File: config.mk
export PLATFORM = sky130hd
export DESIGN_NAME = gps_time_to_utc_calendar_unit
export DESIGN_NICKNAME = d
export VERILOG_FILES = /design/src/gtu_pkg.sv /design/src/gtu_cdiv.sv /design/src/gps_time_to_utc_calendar_unit.sv
export SDC_FILE = /design/constraint.sdc
export NUM_CORES = 2
export LEC_CHECK = 0
export BUFFER_PORTS_ARGS = -buffer_cell sky130_fd_sc_hd__buf_2
export CAP_MARGIN = 15
export CELL_PAD_IN_SITES_DETAIL_PLACEMENT = 1
export CELL_PAD_IN_SITES_GLOBAL_PLACEMENT = 1
export CORE_UTILIZATION = 54
export CTS_CLUSTER_SIZE = 12
export DETAILED_ROUTE_END_ITERATION = 8
export PLACE_DENSITY = 0.95
export SLEW_MARGIN = 0
export SYNTH_ARGS = -nofsm -noshare
export SYNTH_HDL_FRONTEND = slang
export SYNTH_HIERARCHICAL = 1
export SYNTH_SLANG_ARGS = --single-unit
File: constraint.sdc
create_clock -name clk -period 11 [get_ports clk]
set_input_delay 1.1 -clock clk [delete_from_list [all_inputs] [get_ports clk]]
set_output_delay 1.1 -clock clk [all_outputs]
set_load 0.1 [all_outputs]
File: src/gtu_pkg.sv
// ----------------------------------------------------------------------------
// gtu_pkg: shared types and constants for the GPS-time to UTC calendar unit
// Field widths, epoch constants, reciprocal constants for the constant
// dividers and the calendar start-day tables.
// ----------------------------------------------------------------------------
package gtu_pkg;

  localparam int WEEK_W = 13;
  localparam int TOW_W  = 30;
  localparam int OFS_W  = 6;
  localparam int SEC_W  = 33;   // seconds since 1970, max about 5.3e9

  localparam logic [OFS_W-1:0] GPS_MINUS_UTC_RST = 6'd18;
  localparam logic [SEC_W-1:0] GPS_EPOCH_UNIX    = 33'd315964800;
  localparam logic [SEC_W-1:0] SEC_PER_WEEK      = 33'd604800;
  localparam logic [11:0]      BASE_YEAR         = 12'd1970;

  // x / D == (x * R) >> S, low by at most one; fixed up after the multiply
  localparam int unsigned MS_DIV      = 1000;
  localparam int unsigned MS_RECIP    = 1099511627;
  localparam int unsigned MS_SHIFT    = 40;
  localparam int unsigned DAY_DIV     = 675;        // 86400 = 675 << 7
  localparam int unsigned DAY_RECIP   = 101806632;
  localparam int unsigned DAY_SHIFT   = 36;
  localparam int unsigned CYC_DIV     = 1461;
  localparam int unsigned CYC_RECIP   = 2939744;
  localparam int unsigned CYC_SHIFT   = 32;
  localparam int unsigned HR_DIV      = 3600;
  localparam int unsigned HR_RECIP    = 1193046;
  localparam int unsigned HR_SHIFT    = 32;
  localparam int unsigned MIN_DIV     = 60;
  localparam int unsigned MIN_RECIP   = 279620;
  localparam int unsigned MIN_SHIFT   = 24;

  // load strobes for the two register stages of a divider
  typedef struct packed {
    logic a;   // multiply stage
    logic b;   // correction stage
  } gtu_ld_t;

  // first day of year k within the four-year cycle (third year is leap)
  function automatic logic [10:0] year_start(input logic [1:0] yr);
    logic [10:0] d;
    case (yr)
      2'd0:    d = 11'd0;
      2'd1:    d = 11'd365;
      2'd2:    d = 11'd730;
      default: d = 11'd1096;
    endcase
    return d;
  endfunction

  // first day of month m (0 = January) within its year
  function automatic logic [8:0] month_start(input logic [3:0] m, input logic leap);
    logic [8:0] d;
    case (m)
      4'd0:    d = 9'd0;
      4'd1:    d = 9'd31;
      4'd2:    d = 9'd59;
      4'd3:    d = 9'd90;
      4'd4:    d = 9'd120;
      4'd5:    d = 9'd151;
      4'd6:    d = 9'd181;
      4'd7:    d = 9'd212;
      4'd8:    d = 9'd243;
      4'd9:    d = 9'd273;
      4'd10:   d = 9'd304;
      default: d = 9'd334;
    endcase
    if (leap && m >= 4'd2) begin
      d = d + 9'd1;
    end
    return d;
  endfunction

endpackage

File: src/gtu_cdiv.sv
// ----------------------------------------------------------------------------
// gtu_cdiv: two-stage divide by a constant
// Stage a multiplies by a truncated reciprocal, stage b applies the single
// correction step and gives quotient and remainder.
// ----------------------------------------------------------------------------
module gtu_cdiv
  import gtu_pkg::*;
#(
  parameter int          XW      = TOW_W,
  parameter int          QW      = 21,
  parameter int          RW      = 10,
  parameter int          MW      = 31,
  parameter int unsigned DIVISOR = MS_DIV,
  parameter int unsigned RECIP   = MS_RECIP,
  parameter int unsigned SHIFT   = MS_SHIFT
) (
  input  logic          clk,
  input  gtu_ld_t       ld,
  input  logic [XW-1:0] x,
  output logic [QW-1:0] q,
  output logic [RW-1:0] r
);

  localparam int PW = XW + MW;

  logic [PW-1:0] prod;
  logic [XW-1:0] x_r;
  logic [QW-1:0] q0_r;
  logic [XW-1:0] qd;
  logic [XW-1:0] r0;
  logic          fix;
  logic [QW-1:0] q_r, q_nxt;
  logic [RW-1:0] r_r, r_nxt;

  assign prod = PW'(x) * PW'(RECIP);

  always_ff @(posedge clk) begin
    if (ld.a) begin
      x_r  <= x;
      q0_r <= prod[SHIFT+QW-1:SHIFT];
    end
  end

  // estimate is exact or one low
  assign qd  = XW'(q0_r) * XW'(DIVISOR);
  assign r0  = x_r - qd;
  assign fix = (r0 >= XW'(DIVISOR));

  always_comb begin
    q_nxt = fix ? q0_r + QW'(1) : q0_r;
    r_nxt = fix ? RW'(r0 - XW'(DIVISOR)) : RW'(r0);
  end

  always_ff @(posedge clk) begin
    if (ld.b) begin
      q_r <= q_nxt;
      r_r <= r_nxt;
    end
  end

  assign q = q_r;
  assign r = r_r;

endmodule

File: src/gps_time_to_utc_calendar_unit.sv
// ----------------------------------------------------------------------------
// gps_time_to_utc_calendar_unit: GPS week / time of week to UTC date and time
// Nine-stage pipeline of constant dividers and calendar table lookups.
// ----------------------------------------------------------------------------
// Throughput: one word per cycle while the output is not stalled; every stage
//   stalls independently, so bubbles collapse under output back-pressure.
// Reset (rst_n low, synchronous): clears all stage valid bits and loads the
//   leap offset with 18 s. No clearing pass.
module gps_time_to_utc_calendar_unit
  import gtu_pkg::*;
(
  input  logic              clk,
  input  logic              rst_n,
  input  logic              cfg_we,
  input  logic [OFS_W-1:0]  cfg_gps_minus_utc,
  input  logic              in_valid,
  output logic              in_ready,
  input  logic [WEEK_W-1:0] in_gps_week,
  input  logic [TOW_W-1:0]  in_tow_ms,
  output logic              out_valid,
  input  logic              out_ready,
  output logic [11:0]       out_year,
  output logic [3:0]        out_month,
  output logic [4:0]        out_day_of_month,
  output logic [4:0]        out_hour,
  output logic [5:0]        out_minute,
  output logic [5:0]        out_second,
  output logic [9:0]        out_millisecond
);

  localparam int NS = 9;

  logic [OFS_W-1:0] ofs_r;
  logic [NS-1:0]    v_r, v_nxt;
  logic [NS-1:0]    en;

  // ---- config register
  always_ff @(posedge clk) begin
    if (!rst_n) begin
      ofs_r <= GPS_MINUS_UTC_RST;
    end else if (cfg_we) begin
      ofs_r <= cfg_gps_minus_utc;
    end
  end

  // ---- stage control: a stage loads when empty or when it drains
  always_comb begin
    en[NS-1] = !v_r[NS-1] || out_ready;
    for (int i = NS - 2; i >= 0; i--) begin
      en[i] = !v_r[i] || en[i+1];
    end
    v_nxt[0] = en[0] ? in_valid : v_r[0];
    for (int i = 1; i < NS; i++) begin
      v_nxt[i] = en[i] ? v_r[i-1] : v_r[i];
    end
  end

  always_ff @(posedge clk) begin
    if (!rst_n) begin
      v_r <= '0;
    end else begin
      v_r <= v_nxt;
    end
  end

  assign in_ready  = en[0];
  assign out_valid = v_r[NS-1];

  // ---- stages 1-2: tow / 1000, week seconds
  logic [SEC_W-1:0] wk_sec;
  logic [SEC_W-1:0] wk_sec_s1_r, wk_sec_s2_r;
  logic [20:0]      tow_s;
  logic [9:0]       ms_s2;

  assign wk_sec = SEC_W'(in_gps_week) * SEC_PER_WEEK;

  gtu_cdiv #(
    .XW(TOW_W), .QW(21), .RW(10), .MW(31),
    .DIVISOR(MS_DIV), .RECIP(MS_RECIP), .SHIFT(MS_SHIFT)
  ) u_div_ms (
    .clk(clk), .ld('{a: en[0], b: en[1]}), .x(in_tow_ms), .q(tow_s), .r(ms_s2)
  );

  always_ff @(posedge clk) begin
    if (en[0]) wk_sec_s1_r <= wk_sec;
    if (en[1]) wk_sec_s2_r <= wk_sec_s1_r;
  end

  // ---- stage 3: UTC seconds since 1970
  logic [SEC_W:0]   t_sum;
  logic [SEC_W-1:0] t_s3_r;
  logic [9:0]       ms_s3_r, ms_s4_r, ms_s5_r, ms_s6_r, ms_s7_r, ms_s8_r, ms_s9_r;

  assign t_sum = (SEC_W+1)'(GPS_EPOCH_UNIX) + (SEC_W+1)'(wk_sec_s2_r)
               + (SEC_W+1)'(tow_s) - (SEC_W+1)'(ofs_r);

  always_ff @(posedge clk) begin
    if (en[2]) begin
      t_s3_r  <= t_sum[SEC_W-1:0];
      ms_s3_r <= ms_s2;
    end
  end

  // ---- stages 4-5: days and second of day (86400 = 675 * 128)
  logic [15:0] days_s5;
  logic [9:0]  sod_hi_s5;
  logic [6:0]  sod_lo_s4_r, sod_lo_s5_r;
  logic [16:0] sod_s5;

  gtu_cdiv #(
    .XW(SEC_W-7), .QW(16), .RW(10), .MW(27),
    .DIVISOR(DAY_DIV), .RECIP(DAY_RECIP), .SHIFT(DAY_SHIFT)
  ) u_div_day (
    .clk(clk), .ld('{a: en[3], b: en[4]}), .x(t_s3_r[SEC_W-1:7]),
    .q(days_s5), .r(sod_hi_s5)
  );

  always_ff @(posedge clk) begin
    if (en[3]) begin
      sod_lo_s4_r <= t_s3_r[6:0];
      ms_s4_r     <= ms_s3_r;
    end
    if (en[4]) begin
      sod_lo_s5_r <= sod_lo_s4_r;
      ms_s5_r     <= ms_s4_r;
    end
  end

  assign sod_s5 = {sod_hi_s5, sod_lo_s5_r};

  // ---- stages 6-7: four-year cycles, hours
  logic [5:0]  cyc_s7;
  logic [10:0] dcyc_s7;
  logic [4:0]  hour_s7;
  logic [11:0] soh_s7;

  gtu_cdiv #(
    .XW(16), .QW(6), .RW(11), .MW(22),
    .DIVISOR(CYC_DIV), .RECIP(CYC_RECIP), .SHIFT(CYC_SHIFT)
  ) u_div_cyc (
    .clk(clk), .ld('{a: en[5], b: en[6]}), .x(days_s5), .q(cyc_s7), .r(dcyc_s7)
  );

  gtu_cdiv #(
    .XW(17), .QW(5), .RW(12), .MW(21),
    .DIVISOR(HR_DIV), .RECIP(HR_RECIP), .SHIFT(HR_SHIFT)
  ) u_div_hr (
    .clk(clk), .ld('{a: en[5], b: en[6]}), .x(sod_s5), .q(hour_s7), .r(soh_s7)
  );

  always_ff @(posedge clk) begin
    if (en[5]) ms_s6_r <= ms_s5_r;
    if (en[6]) ms_s7_r <= ms_s6_r;
  end

  // ---- stage 8: year within cycle, day of year; minutes start
  logic [1:0]  yr;
  logic [1:0]  yr_s8_r;
  logic [8:0]  doy_s8_r;
  logic [5:0]  cyc_s8_r;
  logic [4:0]  hour_s8_r;
  logic [5:0]  min_s9;
  logic [5:0]  sec_s9;

  assign yr = 2'(dcyc_s7 >= year_start(2'd1)) + 2'(dcyc_s7 >= year_start(2'd2))
            + 2'(dcyc_s7 >= year_start(2'd3));

  always_ff @(posedge clk) begin
    if (en[7]) begin
      yr_s8_r   <= yr;
      doy_s8_r  <= 9'(dcyc_s7 - year_start(yr));
      cyc_s8_r  <= cyc_s7;
      hour_s8_r <= hour_s7;
      ms_s8_r   <= ms_s7_r;
    end
  end

  gtu_cdiv #(
    .XW(12), .QW(6), .RW(6), .MW(19),
    .DIVISOR(MIN_DIV), .RECIP(MIN_RECIP), .SHIFT(MIN_SHIFT)
  ) u_div_min (
    .clk(clk), .ld('{a: en[7], b: en[8]}), .x(soh_s7), .q(min_s9), .r(sec_s9)
  );

  // ---- stage 9: month, day of month, year
  logic       leap;
  logic [3:0] mon;
  logic [11:0] year_r;
  logic [3:0]  month_r;
  logic [4:0]  dom_r;
  logic [4:0]  hour_r;

  assign leap = (yr_s8_r == 2'd2);

  always_comb begin
    mon = '0;
    for (int m = 1; m < 12; m++) begin
      if (doy_s8_r >= month_start(4'(m), leap)) begin
        mon = mon + 4'd1;
      end
    end
  end

  always_ff @(posedge clk) begin
    if (en[8]) begin
      year_r  <= BASE_YEAR + 12'({cyc_s8_r, yr_s8_r});
      month_r <= mon + 4'd1;
      dom_r   <= 5'(doy_s8_r - month_start(mon, leap) + 9'd1);
      hour_r  <= hour_s8_r;
      ms_s9_r <= ms_s8_r;
    end
  end

  assign out_year         = year_r;
  assign out_month        = month_r;
  assign out_day_of_month = dom_r;
  assign out_hour         = hour_r;
  assign out_minute       = min_s9;
  assign out_second       = sec_s9;
  assign out_millisecond  = ms_s9_r;

`ifndef SYNTHESIS
  a_rst_empty: assert property (@(posedge clk) !rst_n |=> !out_valid)
    else $error("pipeline not empty after reset");

  a_stall_full: assert property (@(posedge clk) disable iff (!rst_n)
    !in_ready |-> (&v_r))
    else $error("input stalled with a bubble in the pipeline");

  a_date_range: assert property (@(posedge clk) disable iff (!rst_n)
    out_valid |-> (out_month >= 4'd1 && out_month <= 4'd12 &&
                   out_day_of_month >= 5'd1 && out_day_of_month <= 5'd31 &&
                   out_year >= 12'd1980))
    else $error("calendar date out of range");

  a_time_range: assert property (@(posedge clk) disable iff (!rst_n)
    out_valid |-> (out_hour <= 5'd23 && out_minute <= 6'd59 &&
                   out_second <= 6'd59 && out_millisecond <= 10'd999))
    else $error("time of day out of range");
`endif

endmodule

[Word level (Yosys, flattened, before mapping)]
Memories as Yosys holds them, arrays and structs flattened.
Index checks and enable logic that the tools add are counted.
Cells by class
  add/subtract/negate cells: 36
  multiply operators: 11
  magnitude comparators: 20
  equality and inequality tests: 3
  multiplexer cells: 36
  reductions and logical operators: 20
Operators with widths (number)
  multiplier 30 x 31 -> 61 bit, second input constant: 1
  multiplier 26 x 24 -> 49 bit, second input constant: 1
  adder 4 x 1 -> 4 bit, second input constant: 11
  2-to-1 mux 4 bit: 11
  >= comparator 9 x 8 -> 1 bit: 4
  multiplier 17 x 20 -> 36 bit, second input constant: 1
  adder 29 x 33 -> 33 bit, first input constant: 1
  adder 33 x 21 -> 33 bit: 1
  multiplier 16 x 17 -> 33 bit, second input constant: 1
  subtractor 33 x 6 -> 33 bit: 1
  >= comparator 30 x 10 -> 1 bit, second input constant: 1
  subtractor 30 bit: 1
  multiplier 12 x 17 -> 28 bit, second input constant: 1
  >= comparator 9 bit: 3
  multiplier 21 x 7 -> 27 bit, second input constant: 1
  one-hot mux 9 bit (3 select lines): 1
  >= comparator 26 x 10 -> 1 bit, second input constant: 1
  multiplier 13 x 13 -> 26 bit, second input constant: 1
  multiplier 16 x 10 -> 26 bit, second input constant: 1
  subtractor 26 bit: 1
  adder 21 x 1 -> 21 bit, second input constant: 1
  2-to-1 mux 21 bit: 1
  2-to-1 mux 10 bit: 2
  2-to-1 mux 5 bit: 4
  other kinds (42): 73
Word-level totals
  flip-flop bits (word level): 490
  ROM bits: 144
  input bits: 54
  output and inout bits: 50
  logic and storage cells: 177
  memories kept: 1
Memories
  (no name shown): words 16, bits a word 9, read ports 1, clocked after Yosys merged registers in 0, write ports 0, line gtu_pkg.sv:56  | case (m)

[Longest topological paths before layout]
An unclocked memory read counts as a cell.
  depth after elaboration: 29
  depth in mapped cells: 54
  gate-level depth less buffers: 53

[Hierarchy]
Netlist, hierarchy kept.
Modules (own cells, without submodules)
  gtu_cdiv (u_div_ms): times used 1, cells an instance 2059, area an instance 21316.7 um2, seq. area each 2462.4 um2
  gtu_cdiv (u_div_day): times used 1, cells an instance 1491, area an instance 15451.1 um2, seq. area each 2042.0 um2
  gps_time_to_utc_calendar_unit: times used 1, cells an instance 1184, area an instance 14461.4 um2, seq. area each 6816.5 um2
  gtu_cdiv (u_div_cyc): times used 1, cells an instance 827, area an instance 8276.7 um2, seq. area each 1171.1 um2
  gtu_cdiv (u_div_hr): times used 1, cells an instance 717, area an instance 7404.6 um2, seq. area each 1171.1 um2
  gtu_cdiv (u_div_min): times used 1, cells an instance 268, area an instance 3035.4 um2, seq. area each 900.9 um2

[Least setup slack after synthesis]
Ideal clock, no wire load.
  kind: register to register
  start point: register yr_s8_r[1]
  end point: register dom_r[4], in the netlist out_day_of_month[4], data pin
  data arrival time: 8.903 ns
  required time: 10.741 ns
  slack: 1.839 ns
  stages on the path, launching flop included: 48
  buffers on the path: 2
  period minus slack after synthesis: 9.161 ns
  cell sequence: edfxtp_1 > nor2b_1 > clkbuf_1 > inv_1 > ha_1 > and4b_1 > a211o_1 > a311o_1 > ha_1 > nor3_1 > a21oi_1 > ha_1 > nor2_1 > a311oi_2 > ha_1 > inv_1 > o21ai_0 > ha_1 > [... 12 more ...] > xor3_1 > xnor3_2 > xor2_1 > or4b_1 > xnor2_1 > xnor2_1 > buf_6 > a211oi_2 > a31oi_1 > ha_1 > mux2_2 > ha_1 > inv_1 > ha_1 > a21o_1 > a21oi_1 > xnor2_1 > xnor2_1
On the way
  cells in the longest elaborated chain, start to end: 29
  elaborated cells on any way between the ends: 49
  those cells by class: add/sub (12); order compare (11); eq/ne (1); mux (23); reduce/logical (1); memory (1)
Ends and longest elaborated chain
  from (decl): line gps_time_to_utc_calendar_unit.sv:158  | logic [1:0] yr_s8_r;
  from (signal assigned): line gps_time_to_utc_calendar_unit.sv:170  | yr_s8_r <= yr;
  equality test 2 bit *: line gps_time_to_utc_calendar_unit.sv:193  | assign leap = (yr_s8_r == 2'd2);
  2-to-1 mux 3 bit: line gtu_pkg.sv:70  | if (leap && m >= 4'd2) begin
  >= comparator 9 x 6 -> 1 bit: line gps_time_to_utc_calendar_unit.sv:198  | if (doy_s8_r >= month_start(4'(m), leap)) begin
  2-to-1 mux 4 bit: line gps_time_to_utc_calendar_unit.sv:198
  adder 4 x 1 -> 4 bit: line gps_time_to_utc_calendar_unit.sv:199  | mon = mon + 4'd1;
  2-to-1 mux 4 bit: line gps_time_to_utc_calendar_unit.sv:198
  adder 4 x 1 -> 4 bit: line gps_time_to_utc_calendar_unit.sv:199
  2-to-1 mux 4 bit: line gps_time_to_utc_calendar_unit.sv:198
  [... 13 more ...]
  2-to-1 mux 4 bit: line gps_time_to_utc_calendar_unit.sv:198
  memory (16 x 9 bit)
  2-to-1 mux 5 bit: line gps_time_to_utc_calendar_unit.sv:205  | if (en[8]) begin
  adder 5 x 1 -> 5 bit: line gtu_pkg.sv:71  | d = d + 9'd1;
  2-to-1 mux 5 bit *: line gtu_pkg.sv:70
  2-to-1 mux 5 bit *: line gps_time_to_utc_calendar_unit.sv:205
  subtractor 5 bit *: line gps_time_to_utc_calendar_unit.sv:208  | dom_r <= 5'(doy_s8_r - month_start(mon, leap) + 9'd1);
  adder 5 x 1 -> 5 bit *: line gps_time_to_utc_calendar_unit.sv:208
  to (signal assigned): line gps_time_to_utc_calendar_unit.sv:208
  to (decl): line gps_time_to_utc_calendar_unit.sv:190  | logic [4:0] dom_r;
Every way passes the cells marked *; elsewhere a longest branch is shown, timed or not. The select of a mux whose other input is x is not followed.
A chain may end at the register's enable or synchronous reset.

[Worst setup path after layout]
Same ends and word-level chain as after synthesis.

==> flow_summary.ini <==
[status]
status = completed

[route]
dr_total_vias = 54100
wl_mm = 250
dr.pass1.iters = 6
first_iter_violations = 4374
wl_per_cell_um = 29.5
drc = 0
antenna_left = 0
via_per_inst = 6.40

[global_route]
grt_pass1_wl_mm = 377
antenna_found_initial = 10
grt_start_max_net_pins = 64
grt_usage = 0.381
grt_overflow = 0
grt_pass1_vias = 63500

[cts]
cts_sinks = 490
tritoncts = yes
path_clk_slew_ns = 0.08
cts-htree-levels = 2
hold_buffers = 0
clock_latency_ns = 0.69
cts_root_buffer = clkbuf_16
cts_buffer_depth = 3
cts_inserted_buffers = 56

[final_layout]
seqCellArea_um2 = 14600
fillers = 13600
layout_common_cells = inv_1, ha_1, fa_1
multi_input_area_um2 = 48800
final_common_cell = inv_1
drive_gt1_frac = 0.0438
areaGrowthSynthToFinish_pct = 6.26
final_util = 0.581
final_area_um2 = 74300
layout.cells.non_filler = 8451
nets = 9054

[floorplanning]
std_cell_rows = 131
die_h_um = 362
coreArea_um2 = 128000
die_x_um = 362
start_util = 0.546
io_pins = 104
dieArea_um2 = 131000

[sta]
worst_slew_pin_slew_ns = 1.17
slew_violations = 0
period_share = 0.944
finalSetupTns_ns = 0
period_needed_ns = 10.38
relSlewSlack = 0.214
setup_viol = 0
rsz0062_at_grt = no
hold_violations = 0
fmax_ghz = 0.0963
finClkSkew_ns = 0.0465

[setup_path]
start_kind = flip-flop
slowest_stage = edfxtp_1
crit_top_cell = ha_1
slowest_delay_ns = 0.48
crit_buf_inv = 5
worstPathMaxFanout = 8
path_delay_family = adder cells
worst-setup-path-type = flip-flop to flip-flop
critical_path_required_ns = 11.43
cp-end-kind = flip-flop
critPathArrivalTime_ns = 10.81

[logic_synthesis]
synth-seq-cells = 490
synth_flop_cell = edfxtp_1
synthArstFlopShare = 0
synth-edff-count = 475
synth_area_um2 = 69900
synthCells = 6546
avgSynthCellArea_um2 = 10.7
syn-num-nets = 8925
synth_warnings = 6
yosysSeqAreaShare = 0.208
yosysUniqueCellTypes = 124

[place]
place_congestion = 0.943
dpl-instance-area_um2 = 72500
dpl.hpwl_mm = 182
placedCellCount = 8343
io_buffers = 103

[worst_hold_path]
hp-class = flip-flop to flip-flop

[job]
drv_cap = 0
per-layer routing:
metal	vias to the layer above	wire, µm	track usage
li1	21900	-	-
met1	27000	80200	0.367
met2	3435	125000	0.674
met3	1755	18400	0.0951
met4	16	25500	0.338
met5	-	96	0
worst register-to-register path: cells and delay by family, from the launching register on:
family	cells	cell delay, ns
AND/OR/NAND/NOR	15	1.81
adder cells (fa/ha/maj)	13	3.61
XOR/XNOR	4	0.70
AO/OA/AOI/OAI	15	2.93
flip-flops	1	0.48
buffers and inverters	5	0.57
timing repair:
action / in CTS / in global routing
resized for setup: 1 / 5
setup endpoints to repair: 1 / 3
setup buffers: 0 / 1
gates cloned: 0 / 0
pin swaps: 0 / 1
logic make-up after synthesis:
family / count (synthesis) / synth area share
fa+ha+maj: 2325 / 0.510
xor+xnor: 316 / 0.0414
flops: 490 / 0.208
buf+inv: 1744 / 0.0947
mux: 24 / 0.00360
compound gates: 859 / 0.0836
simple gates: 788 / 0.0583
synth_stat cells (63+ instances only):
cell      count  area share
nand2_1     171      0.0092
nor2_1      177      0.0095
xnor2_1     206       0.026
a21oi_1     234       0.017
nand3_1      69      0.0049
edfxtp_1    475        0.20
xor2_1      100       0.013
a21o_1       89      0.0096
ha_1       1447        0.26
fa_1        878        0.25
inv_1      1699       0.091
o21ai_0     144       0.010
nor3_1       63      0.0045
flip-flops by register name (all words and copies together) (netlist names), 12 cells and up:
signal	cells
t_s3_r	33
u_div_ms/x_r	30
u_div_day/x_r	26
wk_sec_s1_r	26
wk_sec_s2_r	26
u_div_ms/q0_r	21
u_div_ms/q	21
u_div_hr/x_r	17
u_div_cyc/x_r	16
u_div_day/q0_r	16
u_div_day/q	16
out_year	12
u_div_hr/r	12
u_div_min/x_r	12
area by class of cell:
cell class	count	share of cell area
Tap cell	1729	0.0291
Clock buffer	66	0.0194
Timing Repair Buffer	115	0.00848
Sequential cell	490	0.196
Clock inverter	36	0.00436
Antenna cell	3	0.000101
Multi-Input combinational cell	4312	0.657
Inverter	1700	0.0859
metrics by stage:
step                      worst slack (ns)  hold slack (ns)
after floorplan                       1.84            0.400
after global placement               0.616            0.401
after detailed placement           -0.0105            0.405
after CTS                            0.217            0.389
after global routing                0.0449            0.411
final                                0.620            0.404
final timing paths:
path,startpoint,to,slack (ns),cells after the start
setup / recovery,yr_s8_r[1]$_DFFE_PP_,out_day_of_month[4]$_DFFE_PP_,0.62,52
hold / removal,ms_s7_r[9]$_DFFE_PP_,ms_s8_r[9]$_DFFE_PP_,0.40,0
setup reg to reg,yr_s8_r[1]$_DFFE_PP_,out_day_of_month[4]$_DFFE_PP_,0.62,52
hold reg to reg,ms_s7_r[9]$_DFFE_PP_,ms_s8_r[9]$_DFFE_PP_,0.40,0
Power is not shown: default switching activity piles up to over one toggle a cycle in this logic, so the estimate is an artifact.
